==> src/rtl/bva_pkg.sv <==
// ----------------------------------------------------------------------------
// bva_pkg
// Shared widths, constants and types of the block variance accumulator.
// ----------------------------------------------------------------------------
package bva_pkg;

    localparam int SAMPLE_W    = 12;
    localparam int VAR_W       = 41;
    localparam int PROD_W      = 64;
    localparam int MUL_B_W     = 27;
    localparam int DIGIT_W     = 2;
    localparam int DIV_W       = 21;
    localparam int DIV_CNT_W   = 6;
    localparam int DENOM_SHIFT = 8;

    // square of the 9375/4096 scale numerator
    localparam logic [MUL_B_W-1:0] SCALE_SQ = 27'd87890625;

    typedef enum logic [2:0] {
        ST_IDLE,
        ST_SQUARE,
        ST_SUM_SQ,
        ST_SPREAD,
        ST_SCALE,
        ST_DIVIDE
    } bva_state_t;

    typedef struct packed {
        logic busy;
        logic done;
    } bva_unit_status_t;

endpackage

==> src/rtl/bva_if.sv <==
// ----------------------------------------------------------------------------
// bva_if
// Valid/ready channels for the sample words and the variance words.
// ----------------------------------------------------------------------------
interface bva_sample_if
    import bva_pkg::*;
();
    logic                valid;
    logic                ready;
    logic [SAMPLE_W-1:0] raw_sample;

    modport source (output valid, output raw_sample, input ready);
    modport sink   (input valid, input raw_sample, output ready);
endinterface

interface bva_result_if
    import bva_pkg::*;
();
    logic             valid;
    logic             ready;
    logic [VAR_W-1:0] block_variance;

    modport source (output valid, output block_variance, input ready);
    modport sink   (input valid, input block_variance, output ready);
endinterface

==> src/rtl/bva_serial_mul.sv <==
// ----------------------------------------------------------------------------
// bva_serial_mul
// Shift-add multiplier taking two multiplier bits per cycle.
// ----------------------------------------------------------------------------
module bva_serial_mul
    import bva_pkg::*;
(
    input  logic               clk,
    input  logic               rst_n,
    input  logic               start,
    input  logic [PROD_W-1:0]  mcand,
    input  logic [MUL_B_W-1:0] mplier,
    output bva_unit_status_t   status,
    output logic [PROD_W-1:0]  product
);

    logic               busy_reg;
    logic               busy_next;
    logic [PROD_W-1:0]  mcand_reg;
    logic [PROD_W-1:0]  mcand_next;
    logic [MUL_B_W-1:0] mplier_reg;
    logic [MUL_B_W-1:0] mplier_next;
    logic [PROD_W-1:0]  product_reg;
    logic [PROD_W-1:0]  product_next;
    logic [DIGIT_W-1:0] digit;
    logic [PROD_W-1:0]  partial;

    assign digit   = mplier_reg[DIGIT_W-1:0];
    assign partial = (digit[0] ? mcand_reg : '0)
                   + (digit[1] ? {mcand_reg[PROD_W-2:0], 1'b0} : '0);

    always_comb
    begin
        busy_next    = busy_reg;
        mcand_next   = mcand_reg;
        mplier_next  = mplier_reg;
        product_next = product_reg;
        if (start)
        begin
            busy_next    = 1'b1;
            mcand_next   = mcand;
            mplier_next  = mplier;
            product_next = '0;
        end
        else if (busy_reg)
        begin
            if (mplier_reg == '0)
            begin
                busy_next = 1'b0;
            end
            else
            begin
                product_next = product_reg + partial;
                mcand_next   = mcand_reg << DIGIT_W;
                mplier_next  = mplier_reg >> DIGIT_W;
            end
        end
    end

    always_ff @(posedge clk or negedge rst_n)
    begin
        if (!rst_n)
        begin
            busy_reg <= 1'b0;
        end
        else
        begin
            busy_reg <= busy_next;
        end
    end

    always_ff @(posedge clk)
    begin
        mcand_reg   <= mcand_next;
        mplier_reg  <= mplier_next;
        product_reg <= product_next;
    end

    assign status.busy = busy_reg;
    assign status.done = busy_reg && (mplier_reg == '0);
    assign product     = product_reg;

endmodule

==> src/rtl/bva_serial_div.sv <==
// ----------------------------------------------------------------------------
// bva_serial_div
// Restoring divider producing one quotient bit per cycle.
// ----------------------------------------------------------------------------
module bva_serial_div
    import bva_pkg::*;
(
    input  logic              clk,
    input  logic              rst_n,
    input  logic              start,
    input  logic [PROD_W-1:0] dividend,
    input  logic [DIV_W-1:0]  divisor,
    output bva_unit_status_t  status,
    output logic [PROD_W-1:0] quotient
);

    logic                 busy_reg;
    logic                 busy_next;
    logic                 done_reg;
    logic                 done_next;
    logic [DIV_CNT_W-1:0] cnt_reg;
    logic [DIV_CNT_W-1:0] cnt_next;
    logic [PROD_W-1:0]    quot_reg;
    logic [PROD_W-1:0]    quot_next;
    logic [DIV_W-1:0]     rem_reg;
    logic [DIV_W-1:0]     rem_next;
    logic [DIV_W:0]       trial;
    logic [DIV_W:0]       diff;
    logic                 fits;

    assign trial = {rem_reg, quot_reg[PROD_W-1]};
    assign fits  = trial >= {1'b0, divisor};
    assign diff  = trial - {1'b0, divisor};

    always_comb
    begin
        busy_next = busy_reg;
        done_next = done_reg;
        cnt_next  = cnt_reg;
        quot_next = quot_reg;
        rem_next  = rem_reg;
        if (start)
        begin
            busy_next = 1'b1;
            done_next = 1'b0;
            cnt_next  = '0;
            quot_next = dividend;
            rem_next  = '0;
        end
        else if (busy_reg)
        begin
            quot_next = {quot_reg[PROD_W-2:0], fits};
            rem_next  = fits ? diff[DIV_W-1:0] : trial[DIV_W-1:0];
            cnt_next  = cnt_reg + 1'b1;
            if (cnt_reg == '1)
            begin
                busy_next = 1'b0;
                done_next = 1'b1;
            end
        end
    end

    always_ff @(posedge clk or negedge rst_n)
    begin
        if (!rst_n)
        begin
            busy_reg <= 1'b0;
            done_reg <= 1'b0;
            cnt_reg  <= '0;
        end
        else
        begin
            busy_reg <= busy_next;
            done_reg <= done_next;
            cnt_reg  <= cnt_next;
        end
    end

    always_ff @(posedge clk)
    begin
        quot_reg <= quot_next;
        rem_reg  <= rem_next;
    end

    assign status.busy = busy_reg;
    assign status.done = done_reg;
    assign quotient    = quot_reg;

endmodule

==> src/rtl/block_variance_accumulator.sv <==
// ----------------------------------------------------------------------------
// block_variance_accumulator
// Population variance of 9375/4096-scaled sensor samples over fixed blocks.
// ----------------------------------------------------------------------------
// Takes one 12-bit raw sample word at a time and emits one 41-bit unsigned
// Q.16 variance word (truncated) after every BLOCK_SIZE samples, then starts
// a fresh block. Sample squares go through a shared two-bit-per-cycle
// shift-add multiplier, which finishes sooner for small readings; no new
// sample is taken until the square is done. On the last sample of a block
// the sum is squared and the spread scaled in that same multiplier, and
// then the constant divide by N*N*256 runs one quotient bit per cycle.
// A finished word waits in an output register while the next block fills.
// ----------------------------------------------------------------------------
module block_variance_accumulator
    import bva_pkg::*;
#(
    parameter int BLOCK_SIZE = 12
)
(
    input logic          clk,
    input logic          rst_n,
    bva_sample_if.sink   sample,
    bva_result_if.source result
);

    localparam int LOG_N    = $clog2(BLOCK_SIZE);
    localparam int CNT_W    = LOG_N;
    localparam int SUM_W    = SAMPLE_W + LOG_N;
    localparam int SQ_W     = 2 * SAMPLE_W + LOG_N;
    localparam int SPREAD_W = SQ_W + $clog2(BLOCK_SIZE + 1);
    localparam int DENOM    = BLOCK_SIZE * BLOCK_SIZE * (2 ** DENOM_SHIFT);
    localparam int LAST_CNT = BLOCK_SIZE - 1;

    bva_state_t          state_reg;
    bva_state_t          state_next;
    logic [CNT_W-1:0]    cnt_reg;
    logic [CNT_W-1:0]    cnt_next;
    logic [SUM_W-1:0]    sum_reg;
    logic [SUM_W-1:0]    sum_next;
    logic [SQ_W-1:0]     sumsq_reg;
    logic [SQ_W-1:0]     sumsq_next;
    logic [SPREAD_W-1:0] spread_reg;
    logic [SPREAD_W-1:0] spread_next;
    logic                out_valid_reg;
    logic                out_valid_next;
    logic [VAR_W-1:0]    out_data_reg;
    logic [VAR_W-1:0]    out_data_next;

    logic                accept;
    logic                block_end;
    logic                mul_start;
    logic [PROD_W-1:0]   mul_mcand;
    logic [MUL_B_W-1:0]  mul_mplier;
    bva_unit_status_t    mul_status;
    logic [PROD_W-1:0]   mul_product;
    logic                div_start;
    bva_unit_status_t    div_status;
    logic [PROD_W-1:0]   div_quot;
    logic                out_load;

    bva_serial_mul u_mul (
        .clk     (clk),
        .rst_n   (rst_n),
        .start   (mul_start),
        .mcand   (mul_mcand),
        .mplier  (mul_mplier),
        .status  (mul_status),
        .product (mul_product)
    );

    bva_serial_div u_div (
        .clk      (clk),
        .rst_n    (rst_n),
        .start    (div_start),
        .dividend (mul_product),
        .divisor  (DIV_W'(DENOM)),
        .status   (div_status),
        .quotient (div_quot)
    );

    assign sample.ready         = (state_reg == ST_IDLE);
    assign accept               = sample.valid && sample.ready;
    assign block_end            = (cnt_reg == CNT_W'(LAST_CNT));
    assign result.valid         = out_valid_reg;
    assign result.block_variance = out_data_reg;

    // next state
    always_comb
    begin
        state_next = state_reg;
        case (state_reg)
            ST_IDLE:
            begin
                if (accept)
                begin
                    state_next = ST_SQUARE;
                end
            end
            ST_SQUARE:
            begin
                if (mul_status.done)
                begin
                    state_next = block_end ? ST_SUM_SQ : ST_IDLE;
                end
            end
            ST_SUM_SQ:
            begin
                if (mul_status.done)
                begin
                    state_next = ST_SPREAD;
                end
            end
            ST_SPREAD:
            begin
                state_next = ST_SCALE;
            end
            ST_SCALE:
            begin
                if (mul_status.done)
                begin
                    state_next = ST_DIVIDE;
                end
            end
            ST_DIVIDE:
            begin
                if (out_load)
                begin
                    state_next = ST_IDLE;
                end
            end
            default:
            begin
                state_next = ST_IDLE;
            end
        endcase
    end

    // unit control
    always_comb
    begin
        mul_start  = 1'b0;
        mul_mcand  = PROD_W'(sample.raw_sample);
        mul_mplier = MUL_B_W'(sample.raw_sample);
        div_start  = 1'b0;
        out_load   = 1'b0;
        case (state_reg)
            ST_IDLE:
            begin
                mul_start = accept;
            end
            ST_SQUARE:
            begin
                mul_start  = mul_status.done && block_end;
                mul_mcand  = PROD_W'(sum_reg);
                mul_mplier = MUL_B_W'(sum_reg);
            end
            ST_SPREAD:
            begin
                mul_start  = 1'b1;
                mul_mcand  = PROD_W'(spread_reg);
                mul_mplier = SCALE_SQ;
            end
            ST_SCALE:
            begin
                div_start = mul_status.done;
            end
            ST_DIVIDE:
            begin
                out_load = div_status.done && (!out_valid_reg || result.ready);
            end
            default:
            begin
                mul_start = 1'b0;
            end
        endcase
    end

    // accumulators and output word
    always_comb
    begin
        cnt_next       = cnt_reg;
        sum_next       = sum_reg;
        sumsq_next     = sumsq_reg;
        spread_next    = spread_reg;
        out_valid_next = out_valid_reg;
        out_data_next  = out_data_reg;
        if (accept)
        begin
            sum_next = sum_reg + SUM_W'(sample.raw_sample);
        end
        if ((state_reg == ST_SQUARE) && mul_status.done)
        begin
            sumsq_next = sumsq_reg + mul_product[SQ_W-1:0];
            cnt_next   = block_end ? '0 : cnt_reg + 1'b1;
        end
        if ((state_reg == ST_SUM_SQ) && mul_status.done)
        begin
            spread_next = SPREAD_W'(BLOCK_SIZE) * SPREAD_W'(sumsq_reg)
                        - mul_product[SPREAD_W-1:0];
            sum_next    = '0;
            sumsq_next  = '0;
        end
        if (result.ready)
        begin
            out_valid_next = 1'b0;
        end
        if (out_load)
        begin
            out_valid_next = 1'b1;
            out_data_next  = div_quot[VAR_W-1:0];
        end
    end

    always_ff @(posedge clk or negedge rst_n)
    begin
        if (!rst_n)
        begin
            state_reg     <= ST_IDLE;
            cnt_reg       <= '0;
            sum_reg       <= '0;
            sumsq_reg     <= '0;
            out_valid_reg <= 1'b0;
        end
        else
        begin
            state_reg     <= state_next;
            cnt_reg       <= cnt_next;
            sum_reg       <= sum_next;
            sumsq_reg     <= sumsq_next;
            out_valid_reg <= out_valid_next;
        end
    end

    always_ff @(posedge clk)
    begin
        spread_reg   <= spread_next;
        out_data_reg <= out_data_next;
    end

`ifndef SYNTHESIS
    a_ready_units_idle: assert property (@(posedge clk) disable iff (!rst_n)
        sample.ready |-> (!mul_status.busy && !div_status.busy))
        else $error("sample taken while an arithmetic unit is busy");

    a_count_in_range: assert property (@(posedge clk) disable iff (!rst_n)
        cnt_reg <= CNT_W'(LAST_CNT))
        else $error("sample count beyond block size");

    a_div_after_scale: assert property (@(posedge clk) disable iff (!rst_n)
        div_start |-> ((state_reg == ST_SCALE) && mul_status.done))
        else $error("divider started without a scaled spread");

    a_quot_fits: assert property (@(posedge clk) disable iff (!rst_n)
        out_load |-> (div_quot[PROD_W-1:VAR_W] == '0))
        else $error("variance quotient exceeds output width");

    a_load_raises_valid: assert property (@(posedge clk) disable iff (!rst_n)
        out_load |=> (out_valid_reg && (state_reg == ST_IDLE)))
        else $error("variance word lost on load");
`endif

endmodule
==> src/flat_wrapper.sv <==
// flat-port wrapper written by rule: the top's interface ports become plain ports
module block_variance_accumulator_flat import bva_pkg::*;
#(
    parameter int BLOCK_SIZE = 12
)
  (clk, rst_n, sample_valid, sample_raw_sample, sample_ready, result_valid, result_block_variance, result_ready);
  bva_sample_if sample_i ();
  bva_result_if result_i ();
  input logic clk;
  input logic rst_n;
  input wire logic [$bits(sample_i.valid)-1:0] sample_valid;
  input wire logic [$bits(sample_i.raw_sample)-1:0] sample_raw_sample;
  output wire logic [$bits(sample_i.ready)-1:0] sample_ready;
  output wire logic [$bits(result_i.valid)-1:0] result_valid;
  output wire logic [$bits(result_i.block_variance)-1:0] result_block_variance;
  input wire logic [$bits(result_i.ready)-1:0] result_ready;
  assign sample_i.valid = sample_valid;
  assign sample_i.raw_sample = sample_raw_sample;
  assign sample_ready = sample_i.ready;
  assign result_valid = result_i.valid;
  assign result_block_variance = result_i.block_variance;
  assign result_i.ready = result_ready;
  block_variance_accumulator #(.BLOCK_SIZE(BLOCK_SIZE)) u_core (.clk(clk), .rst_n(rst_n), .sample(sample_i), .result(result_i));
endmodule
==> config.mk <==
export PLATFORM = sky130hd
export DESIGN_NAME = block_variance_accumulator_flat
export DESIGN_NICKNAME = d
export VERILOG_FILES = /design/src/rtl/bva_pkg.sv /design/src/rtl/bva_if.sv /design/src/rtl/bva_serial_mul.sv /design/src/rtl/bva_serial_div.sv /design/src/rtl/block_variance_accumulator.sv /design/src/flat_wrapper.sv
export SDC_FILE = /design/constraint.sdc
export NUM_CORES = 1
export LEC_CHECK = 0
export BUFFER_PORTS_ARGS = -buffer_cell sky130_fd_sc_hd__buf_4
export CORE_ASPECT_RATIO = 0.8
export CORE_MARGIN = 3
export CORE_UTILIZATION = 64
export CTS_CLUSTER_DIAMETER = 100
export DETAILED_ROUTE_END_ITERATION = 12
export HOLD_SLACK_MARGIN = 0.1
export PLACE_DENSITY_LB_ADDON = 0.2
export SYNTH_ARGS = -nofsm -noshare
export SYNTH_HDL_FRONTEND = slang
export SYNTH_SLANG_ARGS = --single-unit
==> constraint.sdc <==
create_clock -name clk -period 6 [get_ports clk]
set_input_delay 0.6 -clock clk [delete_from_list [all_inputs] [get_ports clk]]
set_output_delay 0.6 -clock clk [all_outputs]
set_load 0.005 [all_outputs]
==> flow_metrics.tcl <==
set metrics [dict create \
    cts_tree "yes" \
    drv_cap 0 \
    slowest_stage "edfxtp_1" \
    clockBufferDepth 3 \
    min_period_ns 5.117 \
    worstPathRequired_ns 6.42 \
    grt_pass1_vias 19540 \
    die_y_um 181.4 \
    grt_use_total_pct 31.29 \
    core.rowCount 63 \
    cp_data_arrival_time_ns 5.54 \
    h-tree-depth 2 \
    numCtsBuffers 39 \
    root_buffer "clkbuf_16" \
    crit_family "compound AO/OA/AOI/OAI gates" \
    synth_cells 2604 \
    hpwl_um 46310 \
    gp_congestion 0.9604 \
    routed_wirelength_um 63870 \
    rsz0062_at_grt "false" \
    hp-class "input port to asynchronous set/reset pin" \
    async_flop_share_pct 16.53 \
    worst_slew_pin_slew_ns 1.047 \
    timing.critical_path.buf_inv 2 \
    layout.nets 2855 \
    status "finished clean" \
    grt_pass1_wl_um 103500 \
    r2r_cells 15 \
    yosysWarnings 0 \
    area_growth_pct 8.285 \
    drive_above_1_share_pct 6.518 \
    power_density_mw_per_mm2 397.0 \
    cp-start-kind "flop" \
    portBuffers 58 \
    synth_ff_type "edfxtp_1" \
    drc_errors 0 \
    relSlewSlack_pct 30.21 \
    routed_via_density 6.375 \
    power.total_mw 10.58 \
    num_io_pins 59 \
    ctsHoldBuffers 0 \
    antenna_found_initial 0 \
    fin_setup_tns_ns 0 \
    finalSetupViolations 0 \
    final_cell_mix "374 x nand2_1, 223 x edfxtp_1, 214 x a21oi_1, 166 x and2_1, 164 x ha_1" \
    cts_setup_buffers 0 \
    path_clk_slew_ns 0.06 \
    fmax_mhz 195.4 \
    synth_area_mm2 0.02460 \
    grt_max_degree 95 \
    ir_drop_uv 249.0 \
    clk-insertion-delay-late_ns 0.55 \
    die_area_mm2 0.04084 \
    die_w_um 225.2 \
    fillCellCount 2898 \
    first_pass_iters 7 \
    coreArea_mm2 0.03752 \
    synth_seq_cells 369 \
    crit_fanout 33 \
    syn_nets 2850 \
    yosysSeqAreaShare_pct 40.34 \
    synth.distinct_cells 77 \
    drt_iter0_drc 1773 \
    crit_chain "buf_4 > and2_1 > fa_1 > ha_1 > a211oi_1 > o21bai_1 > a221oi_2 > buf_4 > o21ai_1 > a21oi_1 > o31ai_1 > a21oi_1 > o41ai_1 > xnor2_1 > o21ai_1" \
    dpl_cell_area_mm2 0.02542 \
    crit_type "flop to flop" \
    overflow 0 \
    cts_resized 0 \
    max_stage_delay_ns 0.78 \
    hold_viol 0 \
    post-route-period-util_pct 85.28 \
    skew_ns 0.02281 \
    leakage_nw 11.61 \
    cp-end-kind "flop" \
    post_drt_wl_per_cell_um 20.42 \
    start_util_pct 65.57 \
    layout_commonest_cell "nand2_1" \
    report.final.slew_viol_count 0 \
    cts.sinks 369 \
    postSynthAreaPerCell_um2 9.447 \
    final_area_mm2 0.02664 \
    worst-path-stages 15 \
    holdWs_ns 0.1628 \
    synth-edff-count 223 \
    num_vias 19940 \
    postRouteAntennaNets 0 \
]
[where the power goes]
group / total (mW) / switching (mW) / internal [mW]
clock network: 2.36 / 1.04 / 1.32
logic: 4.49 / 2.71 / 1.78
registers: 3.73 / 0.570 / 3.16
[cell usage after synthesis, types with 7 or more instances]
library cell  instances  share of area, %
nor3_1               33              0.67
and2_1              166               4.2
dfrtp_1              61               6.2
xnor2_1              97               3.5
nor2_1              161               2.5
nor4_1               15              0.38
o22ai_1              15              0.38
clkbuf_1             98               1.5
and3_1               17              0.43
o31ai_1              15              0.46
inv_1                90               1.4
a22o_1               42               1.5
or3_1                14              0.36
a211oi_1             26              0.79
nor2b_1              16              0.41
ha_1                164               8.3
xor2_1               48               1.7
nand2b_1             36              0.92
o21ai_1              30              0.61
o21bai_1             24              0.73
a221oi_1              9              0.32
mux2i_1              38               1.5
nand4_1              27              0.69
dfxtp_1              85               6.9
fa_1                 66               5.4
o21a_1               24              0.73
edfxtp_1            223                27
nand2_1             374               5.7
o211ai_1             11              0.34
o21ai_0             119               2.4
a21oi_1             214               4.4
buf_1                 8              0.12
buf_2                 7              0.14
a31oi_1              16              0.41
nand3_1              33              0.67
a21o_1               82               2.5
[stage by stage]
| stage | util (%) | std cells | setup slack [ns] |
|---|---|---|---|
| after floorplan | - | 2604 | 1.539 |
| after detailed placement | 67.76 | 3055 | 1.025 |
| after global routing | 70.99 | 3126 | 0.5112 |
| final | 71.00 | 3127 | 0.8831 |
| after CTS | 70.99 | 3126 | 0.9953 |
| after global placement | 67.76 | 3055 | 1.138 |
[path summary, 6_finish.rpt]
check / startpoint / end / slack (ns)
max: u_core.u_mul.mplier_reg[0] / u_core.u_mul.product[60] / 0.88
min: rst_n / u_core.cnt_reg[3] / 0.16
max reg2reg: u_core.u_mul.mplier_reg[0] / u_core.u_mul.product[60] / 0.88
min reg2reg: u_core.u_div.quotient[15] / u_core.result.block_variance[15] / 0.45
max in group asynchronous: rst_n / u_core.sumsq_reg[22] / 5.27
min in group clk: result_ready / u_core.result.valid / 0.35
[layer usage]
layer  share of wire (%)  GRT usage, %  vias to the layer above
met1                  44         44.13                     9693
met5                   0             0                        -
met2                  46         50.64                      771
met3                 7.5         5.068                      137
li1                    -             -                     9334
met4                 2.6         8.410                        0
[area by class of cell]
class / count / area [um^2] / share of cell area [%]
Multi-Input combinational cell: 2027 / 13930 / 52.28
Sequential cell: 369 / 9925 / 37.26
Clock buffer: 54 / 1084 / 4.067
Timing Repair Buffer: 81 / 620.6 / 2.330
Tap cell: 487 / 609.3 / 2.287
Inverter: 91 / 342.8 / 1.287
Clock inverter: 17 / 128.9 / 0.4838
Antenna cell: 1 / 2.502 / 0.009394
[logic make-up after synthesis]
family                   share of synthesized area, %
XOR/XNOR                                        5.162
buffers and inverters                           3.270
multiplexers                                    1.638
AO/OA/AOI/OAI                                   18.14
AND/OR/NAND/NOR                                 17.73
adder cells (fa/ha/maj)                         13.71
flip-flops                                      40.34
Note: power is estimated with default switching activity, not from simulation.
